`src/rtl/core/rb2d_pkg.sv`:
```
package rb2d_pkg;

   localparam int unsigned DATA_W = 32;   // Q16.16 state and field width
   localparam int unsigned COEF_W = 31;   // unsigned coefficient registers
   localparam int unsigned FRAC_W = 16;
   localparam int unsigned OPND_W = DATA_W + 1;
   localparam int unsigned FULL_W = 2 * OPND_W;
   localparam int unsigned PROD_W = 48;   // floor(a*b/2^16) always fits here
   localparam int unsigned WIDE_W = 50;   // headroom for sums before saturation
   localparam int unsigned ADDR_W = 5;
   localparam int unsigned PC_W   = 4;

   localparam logic [PC_W-1:0] TICK_BASE  = 4'd0;
   localparam logic [PC_W-1:0] TICK_LAST  = 4'd10;
   localparam logic [PC_W-1:0] FORCE_BASE = 4'd11;

   localparam logic signed [DATA_W-1:0] LINEAR_REST_LIMIT  = 32'sd13107;
   localparam logic signed [DATA_W-1:0] ANGULAR_REST_LIMIT = 32'sd655;

   localparam logic [DATA_W-1:0] RST_TIME_STEP = 32'd1092;
   localparam logic [DATA_W-1:0] RST_DRAG      = 32'd19661;
   localparam logic [DATA_W-1:0] RST_INVERSE   = 32'd65536;

   typedef enum logic [1:0] {
      OP_TICK  = 2'd0,
      OP_FORCE = 2'd1,
      OP_SET   = 2'd2
   } op_type;

   typedef enum logic [2:0] {
      REG_GRAVITY_X      = 3'd0,
      REG_GRAVITY_Y      = 3'd1,
      REG_TIME_STEP      = 3'd2,
      REG_LINEAR_DRAG    = 3'd3,
      REG_ANGULAR_DRAG   = 3'd4,
      REG_INVERSE_MASS   = 3'd5,
      REG_INVERSE_MOMENT = 3'd6,
      REG_KINEMATIC      = 3'd7
   } reg_type;

   typedef enum logic [2:0] {
      SRC_VX, SRC_VY, SRC_GX, SRC_GY, SRC_SPIN, SRC_TMP, SRC_FX, SRC_FY
   } srca_type;

   typedef enum logic [2:0] {
      COEF_STEP, COEF_LDRAG, COEF_ADRAG, COEF_IMASS, COEF_IMOM, COEF_SX, COEF_SY
   } srcb_type;

   typedef enum logic [2:0] {
      ACT_ADD, ACT_SUB, ACT_TMP, ACT_RAW, ACT_TORQUE
   } act_type;

   typedef enum logic [2:0] {
      DST_PX, DST_PY, DST_VX, DST_VY, DST_HEAD, DST_SPIN
   } dst_type;

   typedef struct packed {
      srca_type a;
      srcb_type b;
      act_type  act;
      dst_type  dst;
      logic     snap;
      logic     last;
   } uop_type;

   // Micro-program: tick occupies 0..10, force occupies 11..15.
   function automatic uop_type uop_rom(input logic [PC_W-1:0] pc);
      uop_type u;
      u = '{SRC_VX, COEF_STEP, ACT_ADD, DST_PX, 1'b0, 1'b0};
      case (pc)
         4'd0:  u = '{SRC_VX,   COEF_STEP,  ACT_ADD,    DST_PX,   1'b0, 1'b0};
         4'd1:  u = '{SRC_VY,   COEF_STEP,  ACT_ADD,    DST_PY,   1'b0, 1'b0};
         4'd2:  u = '{SRC_GX,   COEF_STEP,  ACT_ADD,    DST_VX,   1'b0, 1'b0};
         4'd3:  u = '{SRC_GY,   COEF_STEP,  ACT_ADD,    DST_VY,   1'b0, 1'b0};
         4'd4:  u = '{SRC_VX,   COEF_LDRAG, ACT_TMP,    DST_PX,   1'b0, 1'b0};
         4'd5:  u = '{SRC_TMP,  COEF_STEP,  ACT_SUB,    DST_VX,   1'b0, 1'b0};
         4'd6:  u = '{SRC_VY,   COEF_LDRAG, ACT_TMP,    DST_PX,   1'b0, 1'b0};
         4'd7:  u = '{SRC_TMP,  COEF_STEP,  ACT_SUB,    DST_VY,   1'b0, 1'b0};
         4'd8:  u = '{SRC_SPIN, COEF_ADRAG, ACT_TMP,    DST_PX,   1'b0, 1'b0};
         4'd9:  u = '{SRC_TMP,  COEF_STEP,  ACT_SUB,    DST_SPIN, 1'b0, 1'b0};
         4'd10: u = '{SRC_SPIN, COEF_STEP,  ACT_ADD,    DST_HEAD, 1'b1, 1'b1};
         4'd11: u = '{SRC_FY,   COEF_SX,    ACT_RAW,    DST_PX,   1'b0, 1'b0};
         4'd12: u = '{SRC_FX,   COEF_SY,    ACT_TORQUE, DST_PX,   1'b0, 1'b0};
         4'd13: u = '{SRC_FX,   COEF_IMASS, ACT_ADD,    DST_VX,   1'b0, 1'b0};
         4'd14: u = '{SRC_FY,   COEF_IMASS, ACT_ADD,    DST_VY,   1'b0, 1'b0};
         4'd15: u = '{SRC_TMP,  COEF_IMOM,  ACT_ADD,    DST_SPIN, 1'b0, 1'b1};
         default: u = '{SRC_VX, COEF_STEP,  ACT_ADD,    DST_PX,   1'b0, 1'b1};
      endcase
      return u;
   endfunction

   function automatic logic signed [DATA_W-1:0] sat32(input logic signed [WIDE_W-1:0] v);
      logic signed [WIDE_W-1:0] hi;
      logic signed [WIDE_W-1:0] lo;
      hi = {{(WIDE_W-DATA_W+1){1'b0}}, {(DATA_W-1){1'b1}}};
      lo = {{(WIDE_W-DATA_W+1){1'b1}}, {(DATA_W-1){1'b0}}};
      if (v > hi) begin
         return {1'b0, {(DATA_W-1){1'b1}}};
      end else if (v < lo) begin
         return {1'b1, {(DATA_W-1){1'b0}}};
      end
      return v[DATA_W-1:0];
   endfunction

   function automatic logic signed [WIDE_W-1:0] widen(input logic signed [DATA_W-1:0] v);
      return {{(WIDE_W-DATA_W){v[DATA_W-1]}}, v};
   endfunction

endpackage

```
`src/rtl/core/rigid_body_2d_integrator.sv`:
```
// Channel   Direction  Transfer condition          Payload
// req       in         req_valid & req_ready       operation, first/second x/y, set_*
// rsp       out        rsp_valid & rsp_ready       position, velocity, heading, spin_rate
// csr       in/out     psel & penable & pwrite     8 registers at byte address 4*i
//
// Every multiply goes through one shared 33x33 multiplier; each step
// multiplies into a register, then saturates and accumulates. A tick runs 11
// steps and a force runs 5; set, kinematic tick and unused codes run no steps.
// No new item is taken until the last result is in the output register. Reset
// loads register defaults and zeroes the body state. A result waits in the
// output register while the next item is taken; the sequencer holds only if a
// new result finds it still full.
module rigid_body_2d_integrator (
   input  logic                                clock,
   input  logic                                reset,
   input  logic                                req_valid,
   output logic                                req_ready,
   input  logic [1:0]                          req_operation,
   input  logic signed [rb2d_pkg::DATA_W-1:0]  req_first_x,
   input  logic signed [rb2d_pkg::DATA_W-1:0]  req_first_y,
   input  logic signed [rb2d_pkg::DATA_W-1:0]  req_second_x,
   input  logic signed [rb2d_pkg::DATA_W-1:0]  req_second_y,
   input  logic signed [rb2d_pkg::DATA_W-1:0]  req_set_heading,
   input  logic signed [rb2d_pkg::DATA_W-1:0]  req_set_spin,
   output logic                                rsp_valid,
   input  logic                                rsp_ready,
   output logic signed [rb2d_pkg::DATA_W-1:0]  rsp_position_x,
   output logic signed [rb2d_pkg::DATA_W-1:0]  rsp_position_y,
   output logic signed [rb2d_pkg::DATA_W-1:0]  rsp_velocity_x,
   output logic signed [rb2d_pkg::DATA_W-1:0]  rsp_velocity_y,
   output logic signed [rb2d_pkg::DATA_W-1:0]  rsp_heading,
   output logic signed [rb2d_pkg::DATA_W-1:0]  rsp_spin_rate,
   input  logic                                csr_psel,
   input  logic                                csr_penable,
   input  logic                                csr_pwrite,
   input  logic [rb2d_pkg::ADDR_W-1:0]         csr_paddr,
   input  logic [rb2d_pkg::DATA_W-1:0]         csr_pwdata,
   output logic [rb2d_pkg::DATA_W-1:0]         csr_prdata,
   output logic                                csr_pready
);
   import rb2d_pkg::*;

   typedef enum logic [1:0] {S_IDLE, S_MUL, S_ACC, S_DONE} state_type;

   state_type state_ff, state_in;
   logic [PC_W-1:0] pc_ff, pc_in;
   logic tick_ff, tick_in;
   logic rsp_valid_ff, rsp_valid_in;

   // configuration
   logic signed [DATA_W-1:0] grav_x_ff, grav_x_in, grav_y_ff, grav_y_in;
   logic [COEF_W-1:0] step_ff, step_in, ldrag_ff, ldrag_in, adrag_ff, adrag_in;
   logic [COEF_W-1:0] imass_ff, imass_in, imom_ff, imom_in;
   logic kin_ff, kin_in;

   // body state
   logic signed [DATA_W-1:0] pos_x_ff, pos_x_in, pos_y_ff, pos_y_in;
   logic signed [DATA_W-1:0] vel_x_ff, vel_x_in, vel_y_ff, vel_y_in;
   logic signed [DATA_W-1:0] head_ff, head_in, spin_ff, spin_in;

   // captured item operands and scratch
   logic signed [DATA_W-1:0] arg_fx_ff, arg_fx_in, arg_fy_ff, arg_fy_in;
   logic signed [DATA_W-1:0] arg_sx_ff, arg_sx_in, arg_sy_ff, arg_sy_in;
   logic signed [DATA_W-1:0] tmp_ff, tmp_in;
   logic signed [PROD_W-1:0] raw_ff, raw_in, prod_ff, prod_in;

   // result register
   logic signed [DATA_W-1:0] out_px_ff, out_px_in, out_py_ff, out_py_in;
   logic signed [DATA_W-1:0] out_vx_ff, out_vx_in, out_vy_ff, out_vy_in;
   logic signed [DATA_W-1:0] out_hd_ff, out_hd_in, out_sp_ff, out_sp_in;

   // shared datapath
   uop_type                  uop;
   logic signed [DATA_W-1:0] mul_a;
   logic signed [OPND_W-1:0] mul_b;
   logic signed [FULL_W-1:0] prod_full;
   logic signed [DATA_W-1:0] prod_sat;
   logic signed [DATA_W-1:0] dst_cur;
   logic signed [DATA_W-1:0] acc_res;
   logic signed [WIDE_W-1:0] prod_wide;
   logic signed [WIDE_W-1:0] raw_wide;
   logic [2:0]               reg_idx;
   logic                     csr_wr;

   assign uop       = uop_rom(pc_ff);
   assign reg_idx   = csr_paddr[ADDR_W-1:2];
   assign csr_wr    = csr_psel && csr_penable && csr_pwrite;
   assign csr_pready = 1'b1;

   // operand select for the shared multiplier
   always_comb begin
      case (uop.a)
         SRC_VX:   mul_a = vel_x_ff;
         SRC_VY:   mul_a = vel_y_ff;
         SRC_GX:   mul_a = grav_x_ff;
         SRC_GY:   mul_a = grav_y_ff;
         SRC_SPIN: mul_a = spin_ff;
         SRC_TMP:  mul_a = tmp_ff;
         SRC_FX:   mul_a = arg_fx_ff;
         SRC_FY:   mul_a = arg_fy_ff;
         default:  mul_a = '0;
      endcase
      case (uop.b)
         COEF_STEP:  mul_b = {2'b00, step_ff};
         COEF_LDRAG: mul_b = {2'b00, ldrag_ff};
         COEF_ADRAG: mul_b = {2'b00, adrag_ff};
         COEF_IMASS: mul_b = {2'b00, imass_ff};
         COEF_IMOM:  mul_b = {2'b00, imom_ff};
         COEF_SX:    mul_b = {arg_sx_ff[DATA_W-1], arg_sx_ff};
         COEF_SY:    mul_b = {arg_sy_ff[DATA_W-1], arg_sy_ff};
         default:    mul_b = '0;
      endcase
   end

   // arithmetic shift right by the fraction width is the floor of the Q16.16 product
   assign prod_full = $signed({mul_a[DATA_W-1], mul_a}) * mul_b;
   assign prod_wide = {{(WIDE_W-PROD_W){prod_ff[PROD_W-1]}}, prod_ff};
   assign raw_wide  = {{(WIDE_W-PROD_W){raw_ff[PROD_W-1]}}, raw_ff};
   assign prod_sat  = sat32(prod_wide);

   always_comb begin
      case (uop.dst)
         DST_PX:   dst_cur = pos_x_ff;
         DST_PY:   dst_cur = pos_y_ff;
         DST_VX:   dst_cur = vel_x_ff;
         DST_VY:   dst_cur = vel_y_ff;
         DST_HEAD: dst_cur = head_ff;
         DST_SPIN: dst_cur = spin_ff;
         default:  dst_cur = '0;
      endcase
      if (uop.act == ACT_SUB) begin
         acc_res = sat32(widen(dst_cur) - widen(prod_sat));
      end else begin
         acc_res = sat32(widen(dst_cur) + widen(prod_sat));
      end
   end

   // register read
   always_comb begin
      case (reg_type'(reg_idx))
         REG_GRAVITY_X:      csr_prdata = grav_x_ff;
         REG_GRAVITY_Y:      csr_prdata = grav_y_ff;
         REG_TIME_STEP:      csr_prdata = {1'b0, step_ff};
         REG_LINEAR_DRAG:    csr_prdata = {1'b0, ldrag_ff};
         REG_ANGULAR_DRAG:   csr_prdata = {1'b0, adrag_ff};
         REG_INVERSE_MASS:   csr_prdata = {1'b0, imass_ff};
         REG_INVERSE_MOMENT: csr_prdata = {1'b0, imom_ff};
         REG_KINEMATIC:      csr_prdata = {{(DATA_W-1){1'b0}}, kin_ff};
         default:            csr_prdata = '0;
      endcase
   end

   // sequencer and next-state logic
   always_comb begin
      state_in     = state_ff;
      pc_in        = pc_ff;
      tick_in      = tick_ff;
      rsp_valid_in = rsp_valid_ff;
      grav_x_in = grav_x_ff;  grav_y_in = grav_y_ff;
      step_in   = step_ff;    ldrag_in  = ldrag_ff;   adrag_in = adrag_ff;
      imass_in  = imass_ff;   imom_in   = imom_ff;    kin_in   = kin_ff;
      pos_x_in  = pos_x_ff;   pos_y_in  = pos_y_ff;
      vel_x_in  = vel_x_ff;   vel_y_in  = vel_y_ff;
      head_in   = head_ff;    spin_in   = spin_ff;
      arg_fx_in = arg_fx_ff;  arg_fy_in = arg_fy_ff;
      arg_sx_in = arg_sx_ff;  arg_sy_in = arg_sy_ff;
      tmp_in    = tmp_ff;     raw_in    = raw_ff;     prod_in  = prod_ff;
      out_px_in = out_px_ff;  out_py_in = out_py_ff;
      out_vx_in = out_vx_ff;  out_vy_in = out_vy_ff;
      out_hd_in = out_hd_ff;  out_sp_in = out_sp_ff;

      // drop the result once the sink takes it
      if (rsp_valid_ff && rsp_ready) begin
         rsp_valid_in = 1'b0;
      end

      if (csr_wr) begin
         case (reg_type'(reg_idx))
            REG_GRAVITY_X:      grav_x_in = csr_pwdata;
            REG_GRAVITY_Y:      grav_y_in = csr_pwdata;
            REG_TIME_STEP:      step_in   = csr_pwdata[COEF_W-1:0];
            REG_LINEAR_DRAG:    ldrag_in  = csr_pwdata[COEF_W-1:0];
            REG_ANGULAR_DRAG:   adrag_in  = csr_pwdata[COEF_W-1:0];
            REG_INVERSE_MASS:   imass_in  = csr_pwdata[COEF_W-1:0];
            REG_INVERSE_MOMENT: imom_in   = csr_pwdata[COEF_W-1:0];
            REG_KINEMATIC:      kin_in    = csr_pwdata[0];
            default:            kin_in    = kin_ff;
         endcase
      end

      case (state_ff)
         S_IDLE: begin
            if (req_valid) begin
               arg_fx_in = req_first_x;
               arg_fy_in = req_first_y;
               arg_sx_in = req_second_x;
               arg_sy_in = req_second_y;
               tick_in   = (req_operation == OP_TICK);
               state_in  = S_DONE;
               case (op_type'(req_operation))
                  OP_TICK: begin
                     if (kin_ff) begin
                        // kinematic body: kill motion, keep pose
                        vel_x_in = '0;
                        vel_y_in = '0;
                        spin_in  = '0;
                     end else begin
                        pc_in    = TICK_BASE;
                        state_in = S_MUL;
                     end
                  end
                  OP_FORCE: begin
                     pc_in    = FORCE_BASE;
                     state_in = S_MUL;
                  end
                  OP_SET: begin
                     pos_x_in = req_first_x;
                     pos_y_in = req_first_y;
                     vel_x_in = req_second_x;
                     vel_y_in = req_second_y;
                     head_in  = req_set_heading;
                     spin_in  = req_set_spin;
                  end
                  default: begin
                     // unused code: report state as is
                     state_in = S_DONE;
                  end
               endcase
            end
         end
         S_MUL: begin
            prod_in  = prod_full[PROD_W+FRAC_W-1:FRAC_W];
            state_in = S_ACC;
         end
         S_ACC: begin
            case (uop.act)
               ACT_TMP:    tmp_in = prod_sat;
               ACT_RAW:    raw_in = prod_ff;
               ACT_TORQUE: tmp_in = sat32(raw_wide - prod_wide);
               default: begin
                  case (uop.dst)
                     DST_PX:   pos_x_in = acc_res;
                     DST_PY:   pos_y_in = acc_res;
                     DST_VX:   vel_x_in = acc_res;
                     DST_VY:   vel_y_in = acc_res;
                     DST_HEAD: head_in  = acc_res;
                     DST_SPIN: spin_in  = acc_res;
                     default:  head_in  = head_ff;
                  endcase
               end
            endcase
            // rest snap: velocity x and spin are final by the heading step
            if (uop.snap) begin
               if (vel_x_ff < LINEAR_REST_LIMIT && vel_x_ff > -LINEAR_REST_LIMIT) begin
                  vel_x_in = '0;
               end
               if (spin_ff < ANGULAR_REST_LIMIT && spin_ff > -ANGULAR_REST_LIMIT) begin
                  spin_in = '0;
               end
            end
            if (uop.last) begin
               state_in = S_DONE;
            end else begin
               pc_in    = pc_ff + 1'b1;
               state_in = S_MUL;
            end
         end
         S_DONE: begin
            // hold until the result register is free
            if (!rsp_valid_ff || rsp_ready) begin
               out_px_in    = pos_x_ff;
               out_py_in    = pos_y_ff;
               out_vx_in    = vel_x_ff;
               out_vy_in    = vel_y_ff;
               out_hd_in    = head_ff;
               out_sp_in    = spin_ff;
               rsp_valid_in = 1'b1;
               state_in     = S_IDLE;
            end
         end
         default: state_in = S_IDLE;
      endcase
   end

   always_ff @(posedge clock) begin
      if (reset) begin
         state_ff     <= S_IDLE;
         pc_ff        <= TICK_BASE;
         tick_ff      <= 1'b0;
         rsp_valid_ff <= 1'b0;
         grav_x_ff    <= '0;
         grav_y_ff    <= '0;
         step_ff      <= RST_TIME_STEP[COEF_W-1:0];
         ldrag_ff     <= RST_DRAG[COEF_W-1:0];
         adrag_ff     <= RST_DRAG[COEF_W-1:0];
         imass_ff     <= RST_INVERSE[COEF_W-1:0];
         imom_ff      <= RST_INVERSE[COEF_W-1:0];
         kin_ff       <= 1'b0;
         pos_x_ff     <= '0;
         pos_y_ff     <= '0;
         vel_x_ff     <= '0;
         vel_y_ff     <= '0;
         head_ff      <= '0;
         spin_ff      <= '0;
      end else begin
         state_ff     <= state_in;
         pc_ff        <= pc_in;
         tick_ff      <= tick_in;
         rsp_valid_ff <= rsp_valid_in;
         grav_x_ff    <= grav_x_in;
         grav_y_ff    <= grav_y_in;
         step_ff      <= step_in;
         ldrag_ff     <= ldrag_in;
         adrag_ff     <= adrag_in;
         imass_ff     <= imass_in;
         imom_ff      <= imom_in;
         kin_ff       <= kin_in;
         pos_x_ff     <= pos_x_in;
         pos_y_ff     <= pos_y_in;
         vel_x_ff     <= vel_x_in;
         vel_y_ff     <= vel_y_in;
         head_ff      <= head_in;
         spin_ff      <= spin_in;
      end
      arg_fx_ff <= arg_fx_in;
      arg_fy_ff <= arg_fy_in;
      arg_sx_ff <= arg_sx_in;
      arg_sy_ff <= arg_sy_in;
      tmp_ff    <= tmp_in;
      raw_ff    <= raw_in;
      prod_ff   <= prod_in;
      out_px_ff <= out_px_in;
      out_py_ff <= out_py_in;
      out_vx_ff <= out_vx_in;
      out_vy_ff <= out_vy_in;
      out_hd_ff <= out_hd_in;
      out_sp_ff <= out_sp_in;
   end

   assign req_ready      = (state_ff == S_IDLE);
   assign rsp_valid      = rsp_valid_ff;
   assign rsp_position_x = out_px_ff;
   assign rsp_position_y = out_py_ff;
   assign rsp_velocity_x = out_vx_ff;
   assign rsp_velocity_y = out_vy_ff;
   assign rsp_heading    = out_hd_ff;
   assign rsp_spin_rate  = out_sp_ff;

`ifndef SYNTHESIS
   a_accept_leaves_idle: assert property (@(posedge clock) disable iff (reset)
      (req_valid && req_ready) |=> (state_ff != S_IDLE))
      else $error("sequencer stayed idle after an input transfer");

   a_result_from_done: assert property (@(posedge clock) disable iff (reset)
      $rose(rsp_valid_ff) |-> $past(state_ff == S_DONE))
      else $error("result raised outside the completion state");

   a_tick_pc_range: assert property (@(posedge clock) disable iff (reset)
      ((state_ff == S_MUL || state_ff == S_ACC) && tick_ff) |-> (pc_ff <= TICK_LAST))
      else $error("tick program counter ran past its last step");

   a_force_pc_range: assert property (@(posedge clock) disable iff (reset)
      ((state_ff == S_MUL || state_ff == S_ACC) && !tick_ff) |-> (pc_ff >= FORCE_BASE))
      else $error("force program counter left its program");

   a_vx_rest_snap: assert property (@(posedge clock) disable iff (reset)
      (state_ff == S_DONE && tick_ff) |->
         (vel_x_ff == '0 || vel_x_ff >= LINEAR_REST_LIMIT || vel_x_ff <= -LINEAR_REST_LIMIT))
      else $error("velocity x below rest limit after tick");

   a_spin_rest_snap: assert property (@(posedge clock) disable iff (reset)
      (state_ff == S_DONE && tick_ff) |->
         (spin_ff == '0 || spin_ff >= ANGULAR_REST_LIMIT || spin_ff <= -ANGULAR_REST_LIMIT))
      else $error("spin below rest limit after tick");
`endif

endmodule

```
`config.mk`:
```
export PLATFORM = sky130hd
export DESIGN_NAME = rigid_body_2d_integrator
export DESIGN_NICKNAME = d
export VERILOG_FILES = /design/src/rtl/core/rb2d_pkg.sv /design/src/rtl/core/rigid_body_2d_integrator.sv
export SDC_FILE = /design/constraint.sdc
export NUM_CORES = 2
export LEC_CHECK = 0
export BUFFER_PORTS_ARGS = -buffer_cell sky130_fd_sc_hd__buf_4
export CAP_MARGIN = 10
export CELL_PAD_IN_SITES_DETAIL_PLACEMENT = 0
export CELL_PAD_IN_SITES_GLOBAL_PLACEMENT = 2
export CORE_UTILIZATION = 36
export DETAILED_ROUTE_END_ITERATION = 10
export GPL_TIMING_DRIVEN = 0
export PLACE_DENSITY_LB_ADDON = 0.25
export SKIP_LAST_GASP = 1
export SLEW_MARGIN = 10
export SYNTH_ARGS = -nofsm -noshare
export SYNTH_HDL_FRONTEND = slang
export SYNTH_SLANG_ARGS = --single-unit
```
`constraint.sdc`:
```
create_clock -name clock -period 9.3 [get_ports clock]
set_input_delay 0.93 -clock clock [delete_from_list [all_inputs] [get_ports clock]]
set_output_delay 0.93 -clock clock [all_outputs]
set_load 0.01 [all_outputs]
```
=== Word-level counts from Yosys, hierarchy flattened ===
Memories as Yosys holds them, arrays and structs flattened. A register that Yosys moved wholly into a read port is not among the register bits.
Index checks and enable logic that the tools add are counted.

* Register bits after elaboration: 867
* Bits in read-only memories: 224
* Logic and storage cells: 211
* Memories: 1

* Add/sub/neg operators: 4
* Multipliers: 1
* Order comparisons: 12
* Eq/ne operators: 47
* Multiplexer cells: 81
* Reductions and logical operators: 35

{| class="wikitable"
|+ Memories
! name !! depth !! bits a word !! read ports !! clocked after Yosys merged registers in !! wr ports !! line !! source
|-
| (no name shown) || 16 || 14 || 1 || 1 || 0 || rb2d_pkg.sv:70 || <nowiki>case (pc)</nowiki>
|}

{| class="wikitable"
|+ Operators with widths
! cell !! number
|-
| $mux 32 || 39
|-
| $pmux 32 s2 || 10
|-
| $pmux 32 s8 || 2
|-
| $pmux 33 s7 || 1
|-
| $pmux 32 s6 || 1
|-
| $gt 33x32->1 const B || 2
|-
| $lt 33x32->1 const B || 2
|-
| $mul 32x33->64 || 1
|-
| $gt 49x32->1 const B || 1
|-
| $lt 49x32->1 const B || 1
|-
| $sub 48x48->49 || 1
|-
| $gt 48x32->1 const B || 1
|-
| $lt 48x32->1 const B || 1
|-
| $eq 3x3->1 const B || 14
|-
| $add 32x32->33 || 1
|-
| $sub 32x32->33 || 1
|-
| $gt 32x11->1 const B || 1
|-
| $gt 32x15->1 const B || 1
|-
| $lt 32x11->1 const B || 1
|-
| $lt 32x15->1 const B || 1
|-
| $eq 3x2->1 const B || 10
|-
| $reduce_and 2->1 || 13
|-
| $mux 4 || 5
|-
| $reduce_and 5->1 || 4
|-
| other kinds (22) || 65
|}

=== Logic depth before layout (Yosys ltp) ===
* Word-level depth: 16
* Mapped depth: 38
* Mapped depth without buffers: 34

=== Least setup slack after synthesis ===
No wires, ideal clock.

* Path kind: in2reg
* Start point: input port rsp_ready
* End point: register out_hd_ff[0], in the netlist rsp_heading[0] (enable)
* Arrival: 9.494 ns
* Setup slack: -0.963 ns
* Cell stages on the path: 2
* Buffers on the path: 0
* Path through: nand2b_1 nor2b_1

* Longest elaborated chain between the ends: 2

{| class="wikitable"
|+ RTL lines
! element !! line !! source
|-
| from (decl) || rigid_body_2d_integrator.sv:26 || <nowiki>input logic rsp_ready,</nowiki>
|-
| $logic_or 1x1->1 || rigid_body_2d_integrator.sv:270 || <nowiki>if (!rsp_valid_ff || rsp_ready) begin</nowiki>
|-
| $reduce_and 2->1 (no source line) || -- ||
|-
| to (signal assigned) || rigid_body_2d_integrator.sv:336 || <nowiki>out_hd_ff <= out_hd_in;</nowiki>
|-
| to (decl) || rigid_body_2d_integrator.sv:70 || <nowiki>logic signed [DATA_W-1:0] out_hd_ff, out_hd_in, out_sp_ff, out_sp_in;</nowiki>
|}

Every way passes these cells.
A chain may end at the register's enable or synchronous reset.

=== Worst setup path after layout ===
* Start point: register uop[9] (netlist name)
* End point: register prod_ff[44] (data pin)

* Longest elaborated chain between the ends: 3

{| class="wikitable"
|+ RTL lines
! element !! line !! source
|-
| $eq 3x3->1 (tied with other cells) || rigid_body_2d_integrator.sv:103 || <nowiki>case (uop.b)</nowiki>
|-
| $pmux 33 s7 (*) || rigid_body_2d_integrator.sv:103 ||
|-
| $mul 32x33->64 (*) || rigid_body_2d_integrator.sv:116 || <nowiki>assign prod_full = $signed({mul_a[DATA_W-1], mul_a}) * mul_b;</nowiki>
|-
| via prod_full[60] || rigid_body_2d_integrator.sv:76 || <nowiki>logic signed [FULL_W-1:0] prod_full;</nowiki>
|-
| to (signal assigned) || rigid_body_2d_integrator.sv:331 || <nowiki>prod_ff <= prod_in;</nowiki>
|-
| to (decl) || rigid_body_2d_integrator.sv:65 || <nowiki>logic signed [PROD_W-1:0] raw_ff, raw_in, prod_ff, prod_in;</nowiki>
|}

Mark *: on every way through the listed nets, which the timed path passes. The rest lies on a longest branch.

==> out/qor.json <==
{
  "outcome": "complete, but fails checks",
  "failed_checks": "setup timing",
  "avgRoutedWirePerCell_um": 38.9,
  "layout.cells.most_common": "inv_1",
  "yosys.area_share.xor_xnor_pct": 1.60,
  "muxShareOfSynthArea_pct": 2.87,
  "share_of_synthesized_cell_area_in_full_adder_half_adder_and_majority_cells_pct": 31.5,
  "clk_pin_slew_worst_paths_ns": 0.06,
  "dr_total_vias": 76100,
  "clock_sink_count": 881,
  "yosys_warnings": 0,
  "dieHeight_um": 475,
  "vdd_ir_drop_max_mv": 0.197,
  "cts_tree": "built",
  "synth_edf_count": 448,
  "synth_fp_nets": 10400,
  "synth.distinct_cells": 94,
  "crit_buf_inv": 3,
  "ys.flop_type": "edfxtp_1",
  "cts_hold_repair.buffers": 0,
  "multiInputGateArea_mm2": 0.0542,
  "cts-buffers-inserted": 107,
  "design_power_total_w": 0.0190,
  "first_global_vias": 72700,
  "clock_path_buffers": 3,
  "port-buffer-count": 459,
  "cts_root_buf": "clkbuf_16",
  "grt_first_pass_wirelength_mm": 652,
  "pin_count_of_the_biggest_net_entering_global_routing": 49,
  "totalNegativeSetupSlack_ns": -0.848,
  "sum_of_overflow_across_all_layers_after_global_routing": 0,
  "timing.final.crit_period_ns": 9.44,
  "critical_path.endpoint_type": "flop",
  "fill_cells": 21900,
  "max_slew_margin_vs_limit_pct": 5.19,
  "power.density_mw_per_mm2": 192,
  "yosysTopAreaCell": "fa_1",
  "drt_drc": 0,
  "htreeDepth": 3,
  "critical_path.slowest_cell": "clkbuf_1",
  "fp-row-count": 173,
  "cap_viol_max_count": 0,
  "synth-compound-area-share_pct": 14.7,
  "layout.area.seq_mm2": 0.0221,
  "effective_utilization_at_floorplan_pct": 36.3,
  "cp_data_required_time_ns": 9.85,
  "main_combinational_cell_family_by_area_after_synthesis": "adder cells",
  "postSynthCellCount": 8735,
  "critical-path-max-stage-delay_ns": 0.77,
  "timing.final.hold_violations": 0,
  "place_congestion": 1.05,
  "hold-path-cell-count": 1,
  "die_w_um": 475,
  "fin_ws_ns": -0.138,
  "crit_top_cell": "fa_1",
  "hp-class": "in -> reg",
  "core_area_mm2": 0.223,
  "critical_path_cell_count": 27,
  "postRouteWirelength_mm": 494,
  "die-area_mm2": 0.226,
  "timing.clock.skew_ns": 0.0705,
  "nets": 11200,
  "synth-simple-area-share_pct": 13.6,
  "mostFrequentLayoutCells": "1211 x inv_1, 1104 x nand2_1, 1036 x fa_1",
  "worst-path-max-fanout": 10,
  "detail_route.iter0.violations": 10100,
  "final_layout_size_suffix_gt1_share_pct": 17.5,
  "final_min_period_over_clock_period_pct": 101,
  "syn_area_per_cell_um2": 9.24,
  "ios": 465,
  "finish.instance_area_mm2": 0.0990,
  "ff2ff_path_depth": 27,
  "place.detailed.instances": 12200,
  "synth.yosys.seq_area_share_pct": 27.4,
  "placement.cell_area_mm2": 0.0893,
  "critical_path.startpoint_type": "flop",
  "unrepaired_setup_endpoints_after_global_routing": "true",
  "cpLargestDelayFamily": "adder cells",
  "vias_cell": 5.99,
  "total_global_route_track_usage_pct": 43.1,
  "critical_path_start_end_classification": "reg -> reg",
  "stdcell_count": 12700,
  "drt_first_pass_iters": 8,
  "register_bit_total_from_synthesis": 881,
  "clock_latency_ns": 0.81,
  "antenna_found_initial": 52,
  "power_leakage_nw": 41.6,
  "synth_top_cell_area_share_pct": 26.9,
  "fmaxAchievable_mhz": 106,
  "worst-slew-pin-transition_ns": 1.42,
  "final_antenna_net_count": 0,
  "detailed_place_hpwl_mm": 408,
  "synth-async-reset-ratio_pct": 0,
  "synth.cell_area_mm2": 0.0807,
  "layout-area-overhead-vs-synth_pct": 22.7,
  "slew_viol_final": 0,
  "main_area_contributors_after_synthesis": "fa_1 27%, edfxtp_1 17%, dfxtp_1 11%",
  "hold-worst-slack_ns": 0.324,
  "worst_ep_arrival_time_ns": 9.99,
  "setup_viol": 11,
  "layout_top_registers": "prod_ff x48, raw_ff x48"
}
-- worst reg2reg max path, stage by stage (launching register included) --
cell	delay, ns
dfxtp_4	0.44
nor2b_1	0.07
clkbuf_2	0.27
a221oi_1	0.56
o21a_1	0.48
clkbuf_1	0.78
nand2_1	0.18
fa_1	0.52
fa_1	0.51
inv_1	0.05
fa_1	0.40
fa_1	0.49
fa_2	0.61
fa_1	0.45
fa_2	0.63
fa_2	0.51
ha_4	0.29
a21o_1	0.18
a21o_1	0.18
a21oi_2	0.22
o211ai_1	0.14
nand4_1	0.13
a21oi_2	0.09
a221oi_4	0.38
a21oi_4	0.13
o211ai_1	0.25
nand3b_1	0.12
xor2_1	0.15
-- final timing paths --
kind                  endpoint             start  slack, ns
max                prod_ff[44]            uop[9]      -0.14
min              arg_sy_ff[26]  req_second_y[26]       0.32
max reg2reg        prod_ff[44]            uop[9]      -0.14
min reg2reg  rsp_velocity_x[8]       vel_x_ff[8]       0.44
-- layout make-up --
type | instances | area share, %
multi-input combinational | 6085 | 54.8
sequential | 881 | 22.4
timing repair buffer | 768 | 6.86
inverter | 1237 | 4.72
tap | 2975 | 3.76
buffer | 520 | 3.72
clock buffer | 143 | 3.00
clock inverter | 60 | 0.720
antenna | 32 | 0.0809
-- repair_timing --
action,CTS,global route
gates resized for setup,853,248
endpoints found under the setup margin,48,37
pin swaps,75,113
gates cloned,2,4
setup buffers,162,77
-- cells in the mapped netlist, drive strengths merged, types with 62 or more instances --
master	count
o21ai	325
mux2i	94
edfxtp	448
nor2b	62
ha	299
buf	74
nor3	96
inv	1234
nand2b	102
fa	1084
a22oi	184
a21oi	627
a21o	82
xnor2	108
o22ai	81
dfxtp	433
nand3	190
o31ai	98
nand2	1112
nor2	741
clkbuf	458
-- kinds of logic after synthesis --
kind of cell / after synthesis
AND/OR/NAND/NOR: 2534
buffers and inverters: 1769
XOR/XNOR: 147
adder cells (fa/ha/maj): 1383
AO/OA/AOI/OAI: 1844
multiplexers: 176
other: 1
flip-flops: 881
-- per-layer routing --
layer	GRT usage, %	vias up	routed length (µm)
met2	61.3	4979	202000
met5	0	-	171
met3	12.0	1031	56700
met1	58.1	39200	198000
li1	-	30800	-
met4	25.7	26	36600
-- power by group --
part	internal [W]	switching (W)
Combinational	0.00322	0.00649
Clock	0.00254	0.00195
Sequential	0.00440	0.000378
Total	0.0102	0.00882
-- stage by stage --
step                setup slack (ns)  util (%)
floorplan                     0.0416         -
global placement               -6.45      39.5
detailed placement             -4.51      40.1
CTS                          -0.0161      43.8
global route                  -0.249      44.5
finish                        -0.138      44.5
(Power assumes the default switching activity.)
